$ cat src/hw/rtl/box_range_record_filter_assert.svh
// Assertion macros shared by the box range record filter RTL.
// Expects signals clk and arst_n in the including module.
`ifndef BOX_RANGE_RECORD_FILTER_ASSERT_SVH
`define BOX_RANGE_RECORD_FILTER_ASSERT_SVH

// check cons in the same cycle as ante
`define BRRF_ASSERT_SAME(lbl, ante, cons, msg) \
	lbl: assert property (@(posedge clk) disable iff (!arst_n) (ante) |-> (cons)) \
		else $error(msg);

// check cons in the cycle after ante
`define BRRF_ASSERT_NEXT(lbl, ante, cons, msg) \
	lbl: assert property (@(posedge clk) disable iff (!arst_n) (ante) |=> (cons)) \
		else $error(msg);

`endif

$ cat src/hw/rtl/brrf_pkg.sv
// Package for the box range record filter: widths, codes and bundle types.
// No dependencies.
`default_nettype none

package brrf_pkg;

	localparam int DIMS      = 4;
	localparam int VAL_W     = 16;
	localparam int DIM_W     = 2;
	localparam int ID_W      = 16;
	localparam int FACT_W    = 16;
	localparam int EXT_W     = 16;
	localparam int EXT_FRAC  = 12;
	localparam int REL_FRAC  = 15;
	localparam int RAD_W     = 24;
	localparam int SCL_W     = 21;
	localparam int SQ_W      = 34;
	localparam int NDIM_W    = 3;
	localparam int CFG_AW    = 6;
	localparam int CFG_DW    = 64;
	localparam int REG_IDX_W = 3;

	typedef enum logic [1:0] {
		METH_SHARED  = 2'd0,
		METH_MAXDIFF = 2'd1,
		METH_REL_FAR = 2'd2,
		METH_ABS_FAR = 2'd3
	} method_t;

	localparam logic ITEM_RECORD = 1'b0;
	localparam logic ITEM_FINISH = 1'b1;

	localparam logic [1:0] KIND_SEL    = 2'd0;
	localparam logic [1:0] KIND_RADIUS = 2'd1;
	localparam logic [1:0] KIND_FEW    = 2'd2;

	localparam logic [REG_IDX_W-1:0] REG_METHOD = 3'd0;
	localparam logic [REG_IDX_W-1:0] REG_POINT  = 3'd1;
	localparam logic [REG_IDX_W-1:0] REG_FACTOR = 3'd2;
	localparam logic [REG_IDX_W-1:0] REG_EXT    = 3'd3;
	localparam logic [REG_IDX_W-1:0] REG_DIMS   = 3'd4;

	localparam method_t              RST_METHOD = METH_MAXDIFF;
	localparam logic [EXT_W-1:0]     RST_EXT    = 16'd4096;
	localparam logic [NDIM_W-1:0]    RST_DIMS   = 3'd4;

	typedef struct packed {
		logic                    item_kind;
		logic [ID_W-1:0]         record_id;
		logic signed [VAL_W-1:0] value_dim0;
		logic signed [VAL_W-1:0] value_dim1;
		logic signed [VAL_W-1:0] value_dim2;
		logic signed [VAL_W-1:0] value_dim3;
	} rec_item_t;

	typedef struct packed {
		logic [1:0]              result_kind;
		logic [ID_W-1:0]         selected_id;
		logic [DIM_W-1:0]        radius_dim;
		logic signed [RAD_W-1:0] radius_value;
		logic                    last_of_run;
	} res_item_t;

	typedef struct packed {
		method_t                method;
		logic [CFG_DW-1:0]      query_point;
		logic [CFG_DW-1:0]      range_factors;
		logic [EXT_W-1:0]       ext_factor;
		logic [NDIM_W-1:0]      dims_in_use;
	} cfg_t;

	typedef struct packed {
		logic                         valid;
		logic [1:0]                   kind;
		logic [ID_W-1:0]              id;
		logic [DIMS-1:0][RAD_W-1:0]   rad;
		logic [DIM_W-1:0]             last_idx;
	} load_t;

endpackage

`default_nettype wire

$ cat src/hw/rtl/brrf_cfg.sv
// Configuration register file of the box range record filter (APB-style port).
// Depends on brrf_pkg.
`default_nettype none

module brrf_cfg
	import brrf_pkg::*;
(
	input  wire logic              clk,
	input  wire logic              arst_n,
	input  wire logic              psel,
	input  wire logic              penable,
	input  wire logic              pwrite,
	input  wire logic [CFG_AW-1:0] paddr,
	input  wire logic [CFG_DW-1:0] pwdata,
	output logic [CFG_DW-1:0]      prdata,
	output logic                   pready,
	output cfg_t                   cfg
);

	method_t           method_q;
	logic [CFG_DW-1:0] point_q;
	logic [CFG_DW-1:0] factor_q;
	logic [EXT_W-1:0]  ext_q;
	logic [NDIM_W-1:0] dims_q;
	logic [REG_IDX_W-1:0] reg_idx;
	logic              wr_en;

	assign reg_idx = paddr[CFG_AW-1:CFG_AW-REG_IDX_W];
	assign wr_en   = psel && penable && pwrite && pready;
	assign pready  = 1'b1;

	always_ff @(posedge clk or negedge arst_n) begin
		if (!arst_n) begin
			method_q <= RST_METHOD;
			point_q  <= '0;
			factor_q <= '0;
			ext_q    <= RST_EXT;
			dims_q   <= RST_DIMS;
		end else if (wr_en) begin
			case (reg_idx)
				REG_METHOD: method_q <= method_t'(pwdata[1:0]);
				REG_POINT:  point_q  <= pwdata;
				REG_FACTOR: factor_q <= pwdata;
				REG_EXT:    ext_q    <= pwdata[EXT_W-1:0];
				REG_DIMS:   dims_q   <= pwdata[NDIM_W-1:0];
				default: ;
			endcase
		end
	end

	always_comb begin
		case (reg_idx)
			REG_METHOD: prdata = {{(CFG_DW-2){1'b0}}, method_q};
			REG_POINT:  prdata = point_q;
			REG_FACTOR: prdata = factor_q;
			REG_EXT:    prdata = {{(CFG_DW-EXT_W){1'b0}}, ext_q};
			REG_DIMS:   prdata = {{(CFG_DW-NDIM_W){1'b0}}, dims_q};
			default:    prdata = '0;
		endcase
	end

	assign cfg.method        = method_q;
	assign cfg.query_point   = point_q;
	assign cfg.range_factors = factor_q;
	assign cfg.ext_factor    = ext_q;
	assign cfg.dims_in_use   = dims_q;

endmodule

`default_nettype wire

$ cat config.mk
export PLATFORM = sky130hd
export DESIGN_NAME = brrf_cfg
export DESIGN_NICKNAME = d
export VERILOG_FILES = /design/src/hw/rtl/box_range_record_filter_assert.svh /design/src/hw/rtl/brrf_pkg.sv /design/src/hw/rtl/brrf_cfg.sv
export SDC_FILE = /design/constraint.sdc
export NUM_CORES = 1
export LEC_CHECK = 0
export ABC_AREA = 1
export BUFFER_PORTS_ARGS = -buffer_cell sky130_fd_sc_hd__buf_2
export CORE_MARGIN = 1.5
export CORE_UTILIZATION = 44
export CTS_CLUSTER_SIZE = 10
export DETAILED_ROUTE_END_ITERATION = 7
export HOLD_SLACK_MARGIN = 0.06
export PLACE_DENSITY_LB_ADDON = 0.12
export SLEW_MARGIN = 30
export SYNTH_ARGS = -nofsm -noshare
export SYNTH_HDL_FRONTEND = slang
export SYNTH_SLANG_ARGS = --single-unit
$ cat constraint.sdc
create_clock -name clk -period 1.5 [get_ports clk]
set_clock_uncertainty 0.15 [all_clocks]
set_input_delay 0.225 -clock clk [delete_from_list [all_inputs] [get_ports clk]]
set_output_delay 0.225 -clock clk [all_outputs]
set_load 0.05 [all_outputs]
==> flow_metrics.env <==
export IMPL_number_of_clock_buffers_inserted_by_tritoncts=17
export IMPL_cts_root_buf="sky130_fd_sc_hd__clkbuf_16"
export IMPL_core_area_um2=14500
export IMPL_setup_reg_to_reg_worst_slack_ps=440
export IMPL_htree_levels=4
export IMPL_rows=44
export IMPL_track_usage_pct=30.7
export IMPL_run_status="finished with violations"
export IMPL_place_area_um2=8890
export IMPL_start_util_pct=45.0
export IMPL_final_ant_viol_nets=0
export IMPL_hold_start="penable"
export IMPL_p_int_mw=9.83
export IMPL_count_of_final_hold_check_violations=0
export IMPL_path_class="primary input to output pin"
export IMPL_clk_pin_slew_ps=60
export IMPL_final_design_area_no_fill_um2=12300
export IMPL_tritoncts="done"
export IMPL_crit_reg2reg_capture="dims_q[2]$_DFFE_PN1P_"
export IMPL_postSynthRegisterBits=149
export IMPL_avgViaCountPerCell=5.45
export IMPL_max_freq_mhz=576
export IMPL_peakVddDrop_v=0.00103
export IMPL_footprint_of_the_multi_input_gates_um2=3360
export IMPL_design_portCount=289
export IMPL_net_load_switching_power_mw=7.18
export IMPL_grt_pass1_wl_um=37700
export IMPL_power_per_cell_area_nw_per_um2=1380
export IMPL_syn_num_nets=890
export IMPL_worst_skew_pair_late_latency_ps=410
export IMPL_routed_via_count=7665
export IMPL_ff_latch_area_um2=3750
export IMPL_power_switching_fraction_pct=42.2
export IMPL_max_cap_viol_count=0
export IMPL_setup_violations=69
export IMPL_syn_inst=815
export IMPL_final_min_clock_period_ps=1740
export IMPL_pwr_share_clk_pct=27.1
export IMPL_reg2reg_depth=4
export IMPL_hp_class="primary input to flop"
export IMPL_power_leakage_nw=6.90
export IMPL_unrepaired_setup_endpoints_after_global_routing="yes"
export IMPL_drt_iter0_drc=711
export IMPL_die_area_um2=15600
export IMPL_floorplan_die_height_um=125
export IMPL_first_pass_iters=5
export IMPL_start_kind="primary input"
export IMPL_place_gp_congestion=0.829
export IMPL_required_ps=1120
export IMPL_clockBufferDepth=2
export IMPL_clk_sinks=149
export IMPL_layout_worst_path_cycle_share_pct=116
export IMPL_fraction_of_final_layout_cells_sized_beyond_drive_strength_1_pct=45.4
export IMPL_violated_checks="setup timing"
export IMPL_fillers=702
export IMPL_timing_critical_path_to_type="output pin"
export IMPL_setup_worst_path_end="prdata[43]"
export IMPL_combPwrFrac_pct=39.1
export IMPL_finalWirelength_um=27400
export IMPL_dp_hpwl_um=13700
export IMPL_seqPwrFrac_pct=33.9
export IMPL_synth_to_layout_area_growth_pct=88.4
export IMPL_num_nets_final=1284
export IMPL_synth_warnings=0
export IMPL_synth_cell_type_count=16
export IMPL_post_route_worst_setup_slack_ps=-236
export IMPL_total_power_mw=17.0
export IMPL_worst_setup_path_startpoint="paddr[4]"
export IMPL_layout_core_utilization_pct=84.9
export IMPL_maxSlewViolCount=0
export IMPL_mean_instance_size_in_the_synthesized_netlist_um2=8.00
export IMPL_critical_path_arrival_ps=1360
export IMPL_remaining_drc_errors=0
export IMPL_routedWlPerCell_um=19.5
export IMPL_seq_area_frac_synth_pct=57.2
export IMPL_r2r_start="dims_q[2]$_DFFE_PN1P_"
export IMPL_io_buffer_count=284
export IMPL_post_synth_instance_area_um2=6520
export IMPL_grt_pass1_vias=7237
export IMPL_critical_path_peak_fanout=7
export IMPL_die_width_um=125
export IMPL_globalRouteOverflowTotal=0
export IMPL_grt_antenna_before_repair=1
export IMPL_maximum_number_of_pins_on_one_net_before_global_route_repair=67
==> power by group through the flow <==
| stage | Sequential (mW) | Combinational [mW] | Clock, mW |
|---|---|---|---|
| CTS | 5.53 | 6.12 | 4.64 |
| detailed placement | 5.51 | 5.40 | 0 |
| global placement | 5.51 | 5.34 | 0 |
| floorplan | 8.02 | 1.38 | 0 |
| global route | 5.83 | 6.92 | 4.83 |
| finish | 5.76 | 6.65 | 4.61 |
==> cells in the final DEF, fill, tap and decap left out, types with 3 or more instances in the layout <==
cell                            Yosys  routed
sky130_fd_sc_hd__buf_12             0      16
sky130_fd_sc_hd__buf_16             0       4
sky130_fd_sc_hd__buf_2             23     114
sky130_fd_sc_hd__buf_4              5      91
sky130_fd_sc_hd__buf_6              0      23
sky130_fd_sc_hd__buf_8              0      73
sky130_fd_sc_hd__bufinv_16          0       5
sky130_fd_sc_hd__clkbuf_1          18       4
sky130_fd_sc_hd__clkbuf_16          0      20
sky130_fd_sc_hd__clkbuf_4           0      32
sky130_fd_sc_hd__clkinv_2           0       3
sky130_fd_sc_hd__dfrtp_1          146     131
sky130_fd_sc_hd__dfrtp_2            0      15
sky130_fd_sc_hd__dfstp_2            3       3
sky130_fd_sc_hd__dlygate4sd3_1      0      65
sky130_fd_sc_hd__inv_1             73      73
sky130_fd_sc_hd__nand2_1          358     230
sky130_fd_sc_hd__nand2_2            0      15
sky130_fd_sc_hd__nand2_4            0     113
sky130_fd_sc_hd__nand3_1           23       6
sky130_fd_sc_hd__nand3_2            0       5
sky130_fd_sc_hd__nand3_4            0      12
sky130_fd_sc_hd__nand4_1            4       4
sky130_fd_sc_hd__nor2_2             1       3
sky130_fd_sc_hd__o21ai_0           80      79
sky130_fd_sc_hd__o21ai_1           71      72
==> cells by family (layout without fill, tap and decap cells) <==
| logic type | Yosys count | count (layout) | share of synthesized area (%) |
|---|---|---|---|
| flip-flops | 149 | 149 | 57.2 |
| AO/OA/AOI/OAI | 151 | 151 | 11.6 |
| buffers and inverters | 122 | 529 | 7.75 |
| AND/OR/NAND/NOR | 392 | 392 | 23.4 |
| other | 1 | 2 | 0.0575 |
==> worst min path at each step <==
stage                                   end  slack [ps]  cells after the start
finish                 ext_q[0]$_DFFE_PN0P_         110                      4
global route        point_q[39]$_DFFE_PN0P_         170                      2
CTS                    ext_q[0]$_DFFE_PN0P_          80                      4
detailed placement  point_q[17]$_DFFE_PN0P_          30                      1
global placement    point_q[17]$_DFFE_PN0P_          30                      1
floorplan             dims_q[0]$_DFFE_PN0P_        -220                      0
==> through the flow <==
step | instances | setup TNS (ps) | hold WS, ps | setup WS [ps]
floorplan | 815 | -3740 | -221 | -75.1
global placement | 1270 | -22010 | 31.4 | -237
detailed placement | 1270 | -24990 | 31.6 | -252
CTS | 1393 | -7750 | 83.1 | -248
global route | 1407 | -12090 | 166 | -288
finish | 1407 | -9680 | 114 | -236
==> state kept, by name, summed over array words and instances (netlist names) <==
name,cells
ext_q,16
dims_q,3
factor_q,64
point_q,64
method_q,2
==> final cells by class <==
type                    instances  area share (%)
inverters                      76            2.48
clock buffers                  22            3.70
repair buffers                421            32.6
clock inverters                10            1.47
flip-flops and latches        149            30.5
diodes                          1          0.0204
multi-input cells             544            27.3
well taps                     184            1.87
==> critical path: stages <==
cell and delay, ps:
sky130_fd_sc_hd__buf_8 100, sky130_fd_sc_hd__inv_8 30, sky130_fd_sc_hd__nor3_4 210, sky130_fd_sc_hd__buf_6 140, sky130_fd_sc_hd__buf_12 140, sky130_fd_sc_hd__buf_12 150
sky130_fd_sc_hd__buf_6 110, sky130_fd_sc_hd__nand2_4 40, sky130_fd_sc_hd__nand2_4 60, sky130_fd_sc_hd__buf_8 140
==> metal layers <==
metal	vias up	share of wire, %	GRT usage (%)
met4	0	5.1	15.1
met2	501	51	51.9
met3	104	7.9	7.26
li1	3355	-	-
met5	-	0	0
met1	3705	36	36.6
==> what timing repair did <==
| action | CTS | global route |
|---|---|---|
| hold buffers | 65 | 0 |
| hold endpoints to repair | 297 | 0 |
| setup endpoints to repair | 78 | 187 |
| buffers inserted | 21 | 11 |
| pin swaps | 17 | 53 |
| cloned | 5 | 4 |
| resized for setup | 322 | 242 |
==> synth_stat cells <==
library cell / instances / area [um2]
sky130_fd_sc_hd__dfstp_2: 3 / 78.8
sky130_fd_sc_hd__inv_2: 3 / 11.3
sky130_fd_sc_hd__nand3_1: 23 / 115
sky130_fd_sc_hd__nand4_1: 4 / 25.0
sky130_fd_sc_hd__buf_2: 23 / 115
sky130_fd_sc_hd__inv_1: 73 / 274
sky130_fd_sc_hd__nor2_1: 5 / 18.8
sky130_fd_sc_hd__nor2_2: 1 / 6.26
sky130_fd_sc_hd__o21ai_0: 80 / 400
sky130_fd_sc_hd__nand2_1: 358 / 1340
sky130_fd_sc_hd__dfrtp_1: 146 / 3650
sky130_fd_sc_hd__conb_1: 1 / 3.75
sky130_fd_sc_hd__clkbuf_1: 18 / 67.6
sky130_fd_sc_hd__nor3_4: 1 / 16.3
sky130_fd_sc_hd__o21ai_1: 71 / 355
sky130_fd_sc_hd__buf_4: 5 / 37.5
(Power assumes the default switching activity.)
