--- src/hw/rtl/box_range_record_filter_assert.svh ---
// Assertion macros shared by the box range record filter RTL.
// Expects signals clk and arst_n in the including module.
`ifndef BOX_RANGE_RECORD_FILTER_ASSERT_SVH
`define BOX_RANGE_RECORD_FILTER_ASSERT_SVH

// check cons in the same cycle as ante
`define BRRF_ASSERT_SAME(lbl, ante, cons, msg) \
	lbl: assert property (@(posedge clk) disable iff (!arst_n) (ante) |-> (cons)) \
		else $error(msg);

// check cons in the cycle after ante
`define BRRF_ASSERT_NEXT(lbl, ante, cons, msg) \
	lbl: assert property (@(posedge clk) disable iff (!arst_n) (ante) |=> (cons)) \
		else $error(msg);

`endif

--- src/hw/rtl/brrf_pkg.sv ---
// Package for the box range record filter: widths, codes and bundle types.
// No dependencies.
`default_nettype none

package brrf_pkg;

	localparam int DIMS      = 4;
	localparam int VAL_W     = 16;
	localparam int DIM_W     = 2;
	localparam int ID_W      = 16;
	localparam int FACT_W    = 16;
	localparam int EXT_W     = 16;
	localparam int EXT_FRAC  = 12;
	localparam int REL_FRAC  = 15;
	localparam int RAD_W     = 24;
	localparam int SCL_W     = 21;
	localparam int SQ_W      = 34;
	localparam int NDIM_W    = 3;
	localparam int CFG_AW    = 6;
	localparam int CFG_DW    = 64;
	localparam int REG_IDX_W = 3;

	typedef enum logic [1:0] {
		METH_SHARED  = 2'd0,
		METH_MAXDIFF = 2'd1,
		METH_REL_FAR = 2'd2,
		METH_ABS_FAR = 2'd3
	} method_t;

	localparam logic ITEM_RECORD = 1'b0;
	localparam logic ITEM_FINISH = 1'b1;

	localparam logic [1:0] KIND_SEL    = 2'd0;
	localparam logic [1:0] KIND_RADIUS = 2'd1;
	localparam logic [1:0] KIND_FEW    = 2'd2;

	localparam logic [REG_IDX_W-1:0] REG_METHOD = 3'd0;
	localparam logic [REG_IDX_W-1:0] REG_POINT  = 3'd1;
	localparam logic [REG_IDX_W-1:0] REG_FACTOR = 3'd2;
	localparam logic [REG_IDX_W-1:0] REG_EXT    = 3'd3;
	localparam logic [REG_IDX_W-1:0] REG_DIMS   = 3'd4;

	localparam method_t              RST_METHOD = METH_MAXDIFF;
	localparam logic [EXT_W-1:0]     RST_EXT    = 16'd4096;
	localparam logic [NDIM_W-1:0]    RST_DIMS   = 3'd4;

	typedef struct packed {
		logic                    item_kind;
		logic [ID_W-1:0]         record_id;
		logic signed [VAL_W-1:0] value_dim0;
		logic signed [VAL_W-1:0] value_dim1;
		logic signed [VAL_W-1:0] value_dim2;
		logic signed [VAL_W-1:0] value_dim3;
	} rec_item_t;

	typedef struct packed {
		logic [1:0]              result_kind;
		logic [ID_W-1:0]         selected_id;
		logic [DIM_W-1:0]        radius_dim;
		logic signed [RAD_W-1:0] radius_value;
		logic                    last_of_run;
	} res_item_t;

	typedef struct packed {
		method_t                method;
		logic [CFG_DW-1:0]      query_point;
		logic [CFG_DW-1:0]      range_factors;
		logic [EXT_W-1:0]       ext_factor;
		logic [NDIM_W-1:0]      dims_in_use;
	} cfg_t;

	typedef struct packed {
		logic                         valid;
		logic [1:0]                   kind;
		logic [ID_W-1:0]              id;
		logic [DIMS-1:0][RAD_W-1:0]   rad;
		logic [DIM_W-1:0]             last_idx;
	} load_t;

endpackage

`default_nettype wire

--- src/hw/rtl/brrf_out.sv ---
// Result register and sequencer: emits one result per cycle while res is not stalled, radii in dimension order.
// Depends on brrf_pkg and box_range_record_filter_assert.svh.
`default_nettype none
`include "box_range_record_filter_assert.svh"

module brrf_out
	import brrf_pkg::*;
(
	input  wire logic  clk,
	input  wire logic  arst_n,
	input  wire load_t load,
	output logic       can_load,
	output logic       res_valid,
	input  wire logic  res_stall,
	output res_item_t  res_data
);

	logic             busy_q;
	logic [DIM_W-1:0] idx_q;
	logic [1:0]       kind_q;
	logic [ID_W-1:0]  id_q;
	logic [RAD_W-1:0] rad_q [DIMS];
	logic [DIM_W-1:0] last_q;
	logic             fire;
	logic             is_last;

	assign fire     = busy_q && !res_stall;
	assign is_last  = (idx_q == last_q);
	assign can_load = !busy_q || (fire && is_last);

	always_ff @(posedge clk or negedge arst_n) begin
		if (!arst_n) begin
			busy_q <= 1'b0;
			idx_q  <= '0;
		end else if (load.valid) begin
			busy_q <= 1'b1;
			idx_q  <= '0;
		end else if (fire) begin
			if (is_last) begin
				busy_q <= 1'b0;
			end else begin
				idx_q <= idx_q + DIM_W'(1);
			end
		end
	end

	always_ff @(posedge clk) begin
		if (load.valid) begin
			kind_q <= load.kind;
			id_q   <= load.id;
			last_q <= load.last_idx;
			for (int d = 0; d < DIMS; d++) begin
				rad_q[d] <= load.rad[d];
			end
		end
	end

	assign res_valid             = busy_q;
	assign res_data.result_kind  = kind_q;
	assign res_data.selected_id  = id_q;
	assign res_data.radius_dim   = (kind_q == KIND_RADIUS) ? idx_q : '0;
	assign res_data.radius_value = $signed(rad_q[idx_q]);
	assign res_data.last_of_run  = is_last;

	`BRRF_ASSERT_SAME(a_idx_bound, busy_q, idx_q <= last_q, "result index past last")
	`BRRF_ASSERT_NEXT(a_idx_step, fire && !is_last,
		busy_q && idx_q == $past(idx_q) + DIM_W'(1), "radius sequence skipped")
	`BRRF_ASSERT_SAME(a_single, busy_q && kind_q != KIND_RADIUS, last_q == '0,
		"single result run longer than one")

endmodule

`default_nettype wire

--- config.mk ---
export PLATFORM = sky130hd
export DESIGN_NAME = brrf_out
export DESIGN_NICKNAME = d
export VERILOG_FILES = /design/src/hw/rtl/brrf_pkg.sv /design/src/hw/rtl/brrf_out.sv
export VERILOG_INCLUDE_DIRS = /design/src /design/src/hw/rtl
export SDC_FILE = /design/constraint.sdc
export NUM_CORES = 1
export LEC_CHECK = 0
export ABC_AREA = 0
export BUFFER_PORTS_ARGS = -buffer_cell sky130_fd_sc_hd__buf_2
export CELL_PAD_IN_SITES_DETAIL_PLACEMENT = 1
export CELL_PAD_IN_SITES_GLOBAL_PLACEMENT = 1
export CORE_MARGIN = 5
export CORE_UTILIZATION = 40
export CTS_BUF_LIST = sky130_fd_sc_hd__clkbuf_4
export DETAILED_ROUTE_END_ITERATION = 10
export GPL_TIMING_DRIVEN = 0
export PLACE_DENSITY_LB_ADDON = 0.15
export SYNTH_ARGS = -nofsm -noshare
export SYNTH_HDL_FRONTEND = slang
export SYNTH_SLANG_ARGS = --single-unit
export TNS_END_PERCENT = 5
--- constraint.sdc ---
create_clock -name clk -period 2 [get_ports clk]
set_input_delay 0.2 -clock clk [delete_from_list [all_inputs] [get_ports clk]]
set_output_delay 0.2 -clock clk [all_outputs]
set_load 0.02 [all_outputs]
==> impl_metrics.csv, run 1 <==
group,metric,value,unit
floorplan,fp.dieH,114,um
synth,synth_top_family_by_area,"multiplexers",
synth,yosys_warnings,0,
status,status,"did not finish",
synth,synth_area_leaders,"edfxtp_1 (81%), mux4_2 (11%), mux4_1 (1.8%)",
synth,synth-edff-count,116,
place,dp_hpwl,6.93,mm
place,io_buffers,166,
floorplan,start_util,40.4,%
synth,synth-compound-area-share,0.580,%
cts,root_buffer,"clkbuf_4",
synth,yosysMostFrequentCell,"edfxtp_1",
place,routabilityCongestion,0.718,
floorplan,num_io_pins,167,
cts,post_cts_buffers,4,
cts,cts_made_buffers,17,
synth,synth_ff_type,"edfxtp_1",
synth,syn_inst,167,
synth,ys_seq_area_share,82.4,%
floorplan,rows,38,
synth,synth_xor_xnor_area_share,1.01,%
cts,postCtsResizedCells,27,
synth,synth.net_count,287,
cts,clock_path_buffers,2,
cts,cts-htree-levels,4,
floorplan,die-width,114,um
synth,synth_area,4320,sq um
synth,synth_top_area_share,80.7,%
synth,synthDistinctLibCells,20,
synth,synth_mux_area_share,13.4,%
synth,ys_seq_elements,119,
synth,avgSynthCellArea,25.9,sq um
synth,yosys-top-cells-count,"edfxtp_1 (116), mux4_2 (21), nor2_1 (4)",
status,haltStage,"clock tree synthesis (4_1_cts)",
status,error_line,"[ERROR RSZ-0060] Max buffer count reached.",
synth,yosysTopAreaCell,"edfxtp_1",
cts,hold_buffers,102,
cts,cts_sinks,119,
synth,yosys.area_share.adder,0,%
synth,synthArstFlopShare,2.52,%
synth,yosys.area_share.simple,1.16,%
kinds of logic after synthesis:
group           after synthesis
xor+xnor                      2
flops                       119
buf+inv                       8
mux                          26
compound gates                3
simple gates                  9
per-stage QoR:
step	utilization, %	setup TNS [ns]	setup WS (ns)	area, sq um	cells
3_5_place_dp	50.0	0	0.329	5350	474
3_3_place_gp	49.8	-61.55	-0.666	5320	473
2_1_floorplan	-	0	0.423	4320	167
==> inputs of run 2 (changes only) <==
CELL_PAD_IN_SITES_DETAIL_PLACEMENT = default   (was 1)
CELL_PAD_IN_SITES_GLOBAL_PLACEMENT = default   (was 1)
CORE_UTILIZATION = 25   (was 40)
CTS_BUF_LIST = default   (was sky130_fd_sc_hd__clkbuf_4)
==> run 2 against run 1 <==
Net effect:
- the flow now finishes without violations
- area after synthesis is the same
- synthesized cell count is the same
==> impl_metrics.csv, run 2 <==
group,metric,value,unit
synth,ys_seq_area_share,82.4,%
global_route,grt_overflow,0,
route,drtAntennaViolNets,0,
sta,holdWs,0.0732,ns
floorplan,coreArea,17100,sq um
synth,yosys-top-cells-count,"edfxtp_1 (116), mux4_2 (21), nor2_1 (4)",
power_and_ir_drop,p_clk_share,40.8,%
route,drc,0,
sta,max_freq,505,MHz
sta,worst_pin_slew,0.502,ns
power_and_ir_drop,cellLeakagePower,2.92,nW
power_and_ir_drop,ir_worst_vdd,710,uV
critical_path,cp_max_fo,6,
power_and_ir_drop,p_seq_share,41.8,%
place,io_buffers,166,
finish,top_register,"rad_q",
synth,yosysMostFrequentCell,"edfxtp_1",
synth,synth_top_area_share,80.7,%
sta,maxSlewHeadroom,66.5,%
finish,nets,595,
finish,final_cell_area,7400,sq um
cts,cts-htree-levels,4,
route,first_pass_iters,4,
flow_run,drv_cap,0,
cts,root_buffer,"clkbuf_16",
critical_path,cp_slowest_cell,"mux4_2",
power_and_ir_drop,pwr_density_cell,977,nW/um^2
finish,final_common_cell,"buf_2",
sta,setup_viol,0,
synth,synthDistinctLibCells,20,
cts,cts_sinks,119,
critical_path,crit_family,"buffers and inverters",
sta,fin_worst_skew,0.00483,ns
synth,yosysTopAreaCell,"edfxtp_1",
critical_path,cp-start-kind,"flip-flop",
finish,syn_to_final_growth,71.3,%
floorplan,num_io_pins,167,
route,first_iter_violations,93,
critical_path,slowest_delay,0.48,ns
status,status,"finished clean",
sta,drv_slew,0,
critical_path,path_cells,"buf_12 -> clkbuf_16 -> mux4_2 -> buf_2",
power_and_ir_drop,combPwrFrac,17.4,%
critical_path,crit_type,"flip-flop to primary output",
route,wire_per_inst,15.6,um
synth,ys_seq_elements,119,
sta,rsz0062_at_grt,"true",
cts,clk_latency,0.40,ns
power_and_ir_drop,switchingPower,1.64,mW
synth,synth.net_count,287,
route,avgViaCountPerCell,4.04,
global_route,grt.total_usage,11.1,%
cts,cts_made_buffers,17,
place,routabilityCongestion,0.703,
finish,reg_top3,"rad_q: 96 flops, id_q: 16 flops",
place,place_area,5460,sq um
synth,synthArstFlopShare,2.52,%
finish,final_cell_mix,"buf_2 (155), dlygate4sd3_1 (117), edfxtp_1 (116)",
sta,worst_slack,0.0181,ns
route,drt_wl_total,11.1,mm
power_and_ir_drop,swShare,22.6,%
place,dp_slack,0.301,ns
power_and_ir_drop,internal_power,5.59,mW
critical_path,arrival,1.78,ns
place,dp_hpwl,6.93,mm
route,vias,2874,
global_route,grt_pass1_vias,3223,
cts,clock_path_buffers,2,
synth,synth_ff_type,"edfxtp_1",
global_route,grt_pass1_wl,16.8,mm
finish,largest_reg_flops,96,
cts,tritoncts,"built",
floorplan,die-width,141,um
worst_hold_path,hold_class,"input port to flip-flop",
sta,min_period,1.98,ns
synth,synth_area_leaders,"edfxtp_1 (81%), mux4_2 (11%), mux4_1 (1.8%)",
critical_path,cp-end-kind,"primary output",
synth,yosys_warnings,0,
floorplan,fp.dieH,141,um
synth,synth_area,4320,sq um
finish,drive_gt1_share,47.6,%
floorplan,start_util,25.2,%
finish,diodes,0,
synth,syn_inst,167,
sta,fin_crit_sh,99.1,%
synth,synth-edff-count,116,
floorplan,design.die.area,20000,sq um
global_route,grt_max_degree,70,
global_route,grt_antenna_before_repair,0,
sta,hold_violations,0,
critical_path,cp.required,1.80,ns
cts,clk_pin_slew_worst_paths,0.05,ns
critical_path,critPathBufInv,3,
synth,avgSynthCellArea,25.9,sq um
floorplan,rows,48,
run 2: cell counts after synthesis:
No cell type changed its count.
run 2: metrics by stage:
stage          total power [mW]  instances  setup TNS [ns]  util, %
2_1_floorplan              3.59        167               0        -
3_3_place_gp               3.98        558          -73.87     31.7
3_5_place_dp               3.99        559               0     31.9
4_1_cts                    7.25        709          -0.270     42.5
5_1_grt                    7.58        712           -1.10     43.2
6_report                   7.23        712               0     43.2
run 2: cell type report:
cell class | instances | area [sq um]
Fill cell | 1543 | 9720
Sequential cell | 119 | 3560
Timing Repair Buffer | 289 | 2180
Multi-Input combinational cell | 40 | 702
Clock buffer | 20 | 437
Tap cell | 225 | 282
Clock inverter | 11 | 133
Buffer | 7 | 97.6
Inverter | 1 | 3.75
run 2: what timing repair did:
action / 4_1_cts / 5_1_grt
hold buffers: 117 / 0
endpoints found under the setup margin: 19 / 22
setup buffers: 2 / 0
gates resized for setup: 16 / 14
endpoints found under the hold margin: 119 / 0
gates cloned: 0 / 3
run 2: worst min-delay path, cell delays in order:
cell and delay (ns):
buf_2 0.10, o31ai_2 0.08, nand2b_1 0.06
run 2: kinds of logic after synthesis:
| kind of cell | Yosys count | share of synthesized area (%) |
|---|---|---|
| xor gates and xnor gates | 2 | 1.01 |
| muxes | 26 | 13.4 |
| buffers and inverters | 8 | 1.45 |
| DFF | 119 | 82.4 |
| AOI/OAI and AO/OA | 3 | 0.579 |
| and+or+nand+nor | 9 | 1.16 |
run 2: metal layers:
metal,GRT usage [%],part of all wire (%),up-vias
li1,-,-,1326
met1,14.3,43,1410
met2,16.6,47,132
met3,5.80,9.6,6
met4,2.93,0.69,0
met5,0,0,-
run 2: final timing paths:
path / from / end / slack, ns / depth (start not counted)
max in group asynchronous: arst_n / idx_q[0] / 1.74 / 2
min reg2reg: res_valid / res_valid / 0.58 / 2
min: res_stall / res_valid / 0.07 / 3
min in group asynchronous: arst_n / res_valid / 0.13 / 2
max reg2reg: idx_q[0] / idx_q[1] / 0.60 / 4
max: idx_q[0] / res_data[13] / 0.02 / 4
run 2: power by group through the flow:
| stage | Clock [mW] | Sequential, mW | Combinational [mW] |
|---|---|---|---|
| after floorplan | 0 | 3.09 | 0.497 |
| after global placement | 0 | 3.06 | 0.922 |
| after detailed placement | 0 | 3.06 | 0.929 |
| after CTS | 3.05 | 3.02 | 1.18 |
| after global routing | 3.19 | 3.04 | 1.35 |
| final | 2.95 | 3.02 | 1.26 |
Power figures use the tool's default switching activity.
==> inputs of run 3 (changes only) <==
CORE_MARGIN = 2   (was 5)
clock period = 1.6 ns   (was 2 ns; I/O delays follow)
==> run 3 against run 2 <==
Net effect:
- the flow now finishes with violations (setup timing)
- non-clock buffer count increased by 1
- highest routed layer unchanged
- sequential share of layout area decreased by 0.32 points
- global-route usage increased by 1.1 points
- via count decreased by 1.2%
- largest power group unchanged
==> impl_metrics.csv, run 3 (synthesis gave the netlist of run 2 again) <==
group,metric,value,unit
place,routabilityCongestion,0.668,
global_route,grt_max_degree,80,
critical_path,cp-end-kind,"primary output",
cts,cts_sinks,119,
sta,max_freq,519,MHz
route,vias,2840,
cts,clk_pin_slew_worst_paths,0.05,ns
cts,clk_latency,0.41,ns
place,place_area,5460,sq um
finish,reg_top3,"rad_q: 96 flops, id_q: 16 flops",
sta,setup_viol,27,
sta,rsz0062_at_grt,"true",
global_route,grt_pass1_wl,16.3,mm
sta,worst_slack,-0.325,ns
critical_path,reg2reg_depth,5,
finish,final_common_cell,"buf_2",
cts,cts-htree-levels,4,
cts,tritoncts,"built",
place,dp_hpwl,6.56,mm
route,avgViaCountPerCell,3.98,
finish,nets,596,
cts,root_buffer,"clkbuf_16",
floorplan,fp.dieH,135,um
sta,hold_violations,0,
cts,cts_made_buffers,17,
route,drt_wl_total,10.7,mm
floorplan,die-width,135,um
sta,tns,-7.40,ns
sta,holdWs,0.0581,ns
worst_hold_path,hp-start,"res_stall",
place,dp_slack,-0.0873,ns
floorplan,design.die.area,18300,sq um
critical_path,cp_max_fo,8,
place,io_buffers,166,
sta,drv_slew,0,
route,drc,0,
status,status,"complete, but fails checks",
finish,diodes,0,
sta,fin_crit_sh,120,%
sta,min_period,1.93,ns
global_route,grt_pass1_vias,3166,
finish,largest_reg_flops,96,
worst_hold_path,hold_class,"input port to flip-flop",
floorplan,num_io_pins,167,
worst_hold_path,hold_depth,3,
route,first_pass_iters,4,
floorplan,coreArea,17100,sq um
power_and_ir_drop,ir_worst_vdd,742,uV
finish,top_register,"rad_q",
floorplan,rows,48,
finish,final_cell_mix,"buf_2 (152), dlygate4sd3_1 (117), edfxtp_1 (116)",
critical_path,arrival,1.77,ns
global_route,grt_overflow,0,
global_route,grt.total_usage,12.2,%
route,wire_per_inst,14.9,um
critical_path,reg2reg_to,"idx_q[0]",
finish,final_cell_area,7440,sq um
sta,fin_worst_skew,0.00491,ns
critical_path,cp-start-kind,"flip-flop",
power_and_ir_drop,pwr_density_cell,1220,nW/um^2
power_and_ir_drop,cellLeakagePower,2.92,nW
place,dp_cells,559,
critical_path,regToRegSetupSlack,0.09,ns
critical_path,crit_type,"flip-flop to primary output",
global_route,grt_antenna_before_repair,0,
sta,maxSlewHeadroom,71.7,%
floorplan,start_util,25.2,%
critical_path,r2r_start,"idx_q[0]",
finish,drive_gt1_share,48.7,%
finish,syn_to_final_growth,72.4,%
status,violations,"setup timing",
critical_path,cp.required,1.44,ns
finish,stdcell_count,714,
route,first_iter_violations,169,
cts,clock_path_buffers,2,
sta,worst_pin_slew,0.424,ns
worst_hold_path,holdPathEnd,"res_valid",
flow_run,drv_cap,0,
route,drtAntennaViolNets,0,
[run 3: area by class of cell]
| cell class | instances | area, sq um |
|---|---|---|
| Buffer | 7 | 110 |
| Clock buffer | 24 | 472 |
| Clock inverter | 8 | 100 |
| Fill cell | 1537 | 9670 |
| Inverter | 1 | 3.75 |
| Multi-Input combinational cell | 40 | 711 |
| Sequential cell | 119 | 3560 |
| Tap cell | 225 | 282 |
| Timing Repair Buffer | 290 | 2210 |
[run 3: repair_timing]
item                       4_1_cts  5_1_grt
hold endpoints to repair       119        0
gates cloned                     1        1
pin swaps                        0        1
setup endpoints to repair       28       28
hold buffers                   117        0
buffers inserted                 4        0
gates resized for setup         25       23
[run 3: where the power goes]
| part | total [mW] | internal (mW) | switching, mW |
|---|---|---|---|
| Combinational | 1.61 | 0.903 | 0.711 |
| Sequential | 3.78 | 3.70 | 0.0747 |
| Clock | 3.68 | 2.37 | 1.31 |
[run 3: metrics by stage]
stage               power [mW]  util [%]
detailed placement        4.99      31.9
finish                    9.07      43.5
global placement          4.97      31.7
global route              9.44      43.5
floorplan                 4.48         -
CTS                       9.11      43.0
[run 3: routing by layer]
metal,vias up,share of wire (%),global-route usage [%]
li1,1328,-,-
met5,-,0,0
met4,0,1.7,5.21
met2,128,48,19.2
met3,12,8.6,5.50
met1,1372,42,14.4
[run 3: worst max-delay path: stages (launching register included)]
cell	delay, ns
dfrtp_1	0.36
buf_12	0.17
buf_12	0.14
mux4_2	0.53
buf_6	0.15
[run 3: worst max-delay path by stage]
stage | start | to | slack, ns | depth (start not counted)
floorplan | idx_q[1] | res_valid | 0.02 | 4
global placement | load[116] | idx_q[0] | -1.07 | 3
detailed placement | idx_q[0] | res_data[8] | -0.09 | 4
CTS | idx_q[0] | res_data[17] | -0.36 | 4
global route | idx_q[0] | res_data[8] | -0.39 | 4
finish | idx_q[0] | res_data[8] | -0.33 | 4
==> inputs of run 4 (changes only) <==
PLACE_DENSITY = 0.6   (was default)
PLACE_DENSITY_LB_ADDON = default   (was 0.15)
==> run 4 against run 3 <==
Net effect:
- clock power grew 3%
- combinational power is essentially flat
- first-iteration DRC count shrank 30%
- the flow still finishes with violations (setup timing)
- maximum frequency grew 0.39%
==> impl_metrics.csv, run 4 (synthesis gave the netlist of run 2 again) <==
group,metric,value,unit
finish,reg_top3,"rad_q: 96 flops, id_q: 16 flops",
power_and_ir_drop,ir_worst_vdd,857,uV
floorplan,start_util,25.2,%
route,avgViaCountPerCell,3.95,
power_and_ir_drop,pwr_density_cell,1230,nW/um^2
sta,fin_crit_sh,120,%
critical_path,cp-start-kind,"flip-flop",
status,status,"complete, but fails checks",
critical_path,cp.required,1.44,ns
sta,hold_violations,0,
power_and_ir_drop,cellLeakagePower,2.93,nW
power_and_ir_drop,power,9.17,mW
finish,drive_gt1_share,48.7,%
sta,drv_slew,0,
route,first_iter_violations,119,
finish,stdcell_count,714,
cts,root_buffer,"clkbuf_16",
power_and_ir_drop,combPwrFrac,17.7,%
power_and_ir_drop,p_clk_share,41.2,%
sta,fin_worst_skew,0.00561,ns
place,io_buffers,166,
floorplan,coreArea,17100,sq um
finish,nets,596,
floorplan,die-width,135,um
cts,clk_latency,0.41,ns
global_route,grt_overflow,0,
flow_run,drv_cap,0,
route,first_pass_iters,4,
route,vias,2817,
cts,clock_path_buffers,2,
finish,multiInputGateArea,704,sq um
global_route,grt.total_usage,12.0,%
cts,cts_sinks,119,
critical_path,crit_type,"flip-flop to primary output",
critical_path,path_cells,"buf_12 -> buf_12 -> mux4_2 -> buf_6",
power_and_ir_drop,p_seq_share,41.1,%
status,violations,"setup timing",
sta,max_freq,521,MHz
finish,final_common_cell,"buf_2",
finish,final_cell_mix,"buf_2 (149), dlygate4sd3_1 (117), edfxtp_1 (116)",
floorplan,num_io_pins,167,
critical_path,cp_slowest_cell,"mux4_2",
finish,final_cell_area,7460,sq um
place,place_area,5460,sq um
sta,holdWs,0.0425,ns
floorplan,design.die.area,18300,sq um
finish,diodes,0,
cts,cts_made_buffers,17,
floorplan,fp.dieH,135,um
cts,clk_pin_slew_worst_paths,0.05,ns
worst_hold_path,hold_class,"input port to flip-flop",
global_route,grt_max_degree,70,
finish,largest_reg_flops,96,
global_route,grt_pass1_vias,3130,
finish,fillCellCount,1514,
place,dp_slack,-0.0758,ns
sta,min_period,1.92,ns
cts,tritoncts,"built",
power_and_ir_drop,internal_power,7.05,mW
cts,cts-htree-levels,4,
power_and_ir_drop,switchingPower,2.12,mW
sta,tns,-7.59,ns
global_route,grt_pass1_wl,15.9,mm
route,drtAntennaViolNets,0,
place,dp_cells,559,
critical_path,slowest_delay,0.53,ns
sta,setup_viol,27,
global_route,grt_antenna_before_repair,1,
finish,top_register,"rad_q",
route,wire_per_inst,14.8,um
finish,seqCellArea,3560,sq um
sta,worst_pin_slew,0.689,ns
place,routabilityCongestion,0.681,
critical_path,cp_max_fo,7,
route,drc,0,
power_and_ir_drop,swShare,23.1,%
critical_path,cp-end-kind,"primary output",
sta,worst_slack,-0.318,ns
finish,syn_to_final_growth,72.8,%
sta,maxSlewHeadroom,54.1,%
finish,utilization,43.6,%
place,dp_hpwl,6.27,mm
critical_path,arrival,1.76,ns
route,drt_wl_total,10.5,mm
floorplan,rows,48,
critical_path,crit_top_cell,"buf_12",
sta,rsz0062_at_grt,"true",
## run 4: cell types whose count changed in the layout (fill, tap and decap cells not counted), moves of 2 or more
cell / before / now
clkbuf_1: 5 / 2
buf_2: 152 / 149
clkbuf_8: 2 / 0
clkinv_4: 0 / 3
buf_6: 13 / 16
clkinv_1: 0 / 2
## run 4: final cells by class
cell class / count / area share (%)
multi-input cells: 40 / 9.44
inverters: 1 / 0.0503
clock buffers: 19 / 5.80
plain buffers: 7 / 1.43
repair buffers: 290 / 29.7
clock inverters: 13 / 2.10
flip-flops and latches: 119 / 47.7
well taps: 225 / 3.77
## run 4: path summary, 6_finish.rpt
path	from	endpoint	slack, ns	depth (start not counted)
setup / recovery	idx_q[0]	res_data[7]	-0.32	4
hold / removal	res_stall	res_valid	0.04	3
setup reg to reg	idx_q[0]	idx_q[0]	0.11	5
hold reg to reg	res_valid	res_valid	0.60	2
max in group asynchronous	arst_n	idx_q[1]	1.39	2
min in group asynchronous	arst_n	res_valid	0.11	2
## run 4: power by group through the flow
stage / clock network [mW] / registers, mW / logic [mW]
2_1_floorplan: 0 / 3.86 / 0.621
3_3_place_gp: 0 / 3.83 / 1.13
3_5_place_dp: 0 / 3.83 / 1.15
4_1_cts: 3.89 / 3.77 / 1.61
5_1_grt: 4.01 / 3.79 / 1.74
6_report: 3.78 / 3.77 / 1.62
## run 4: layer usage
metal,track usage [%],up-vias,wire [um]
met3,5.80,14,834
li1,-,1326,-
met1,12.7,1359,4020
met4,5.21,2,131
met2,20.3,116,5540
met5,0,-,13
## run 4: critical path: cells and delay by family (launching register included)
kind                   cells  cell delay [ns]
buffers and inverters      3             0.45
flip-flops                 1             0.37
multiplexers               1             0.53
## run 4: timing repair
item / CTS / global route
endpoints found under the setup margin: 28 / 28
hold buffers: 117 / 0
hold endpoints to repair: 119 / 0
gates cloned: 1 / 0
buffers inserted: 5 / 0
gates resized for setup: 40 / 10
pin swaps: 0 / 0
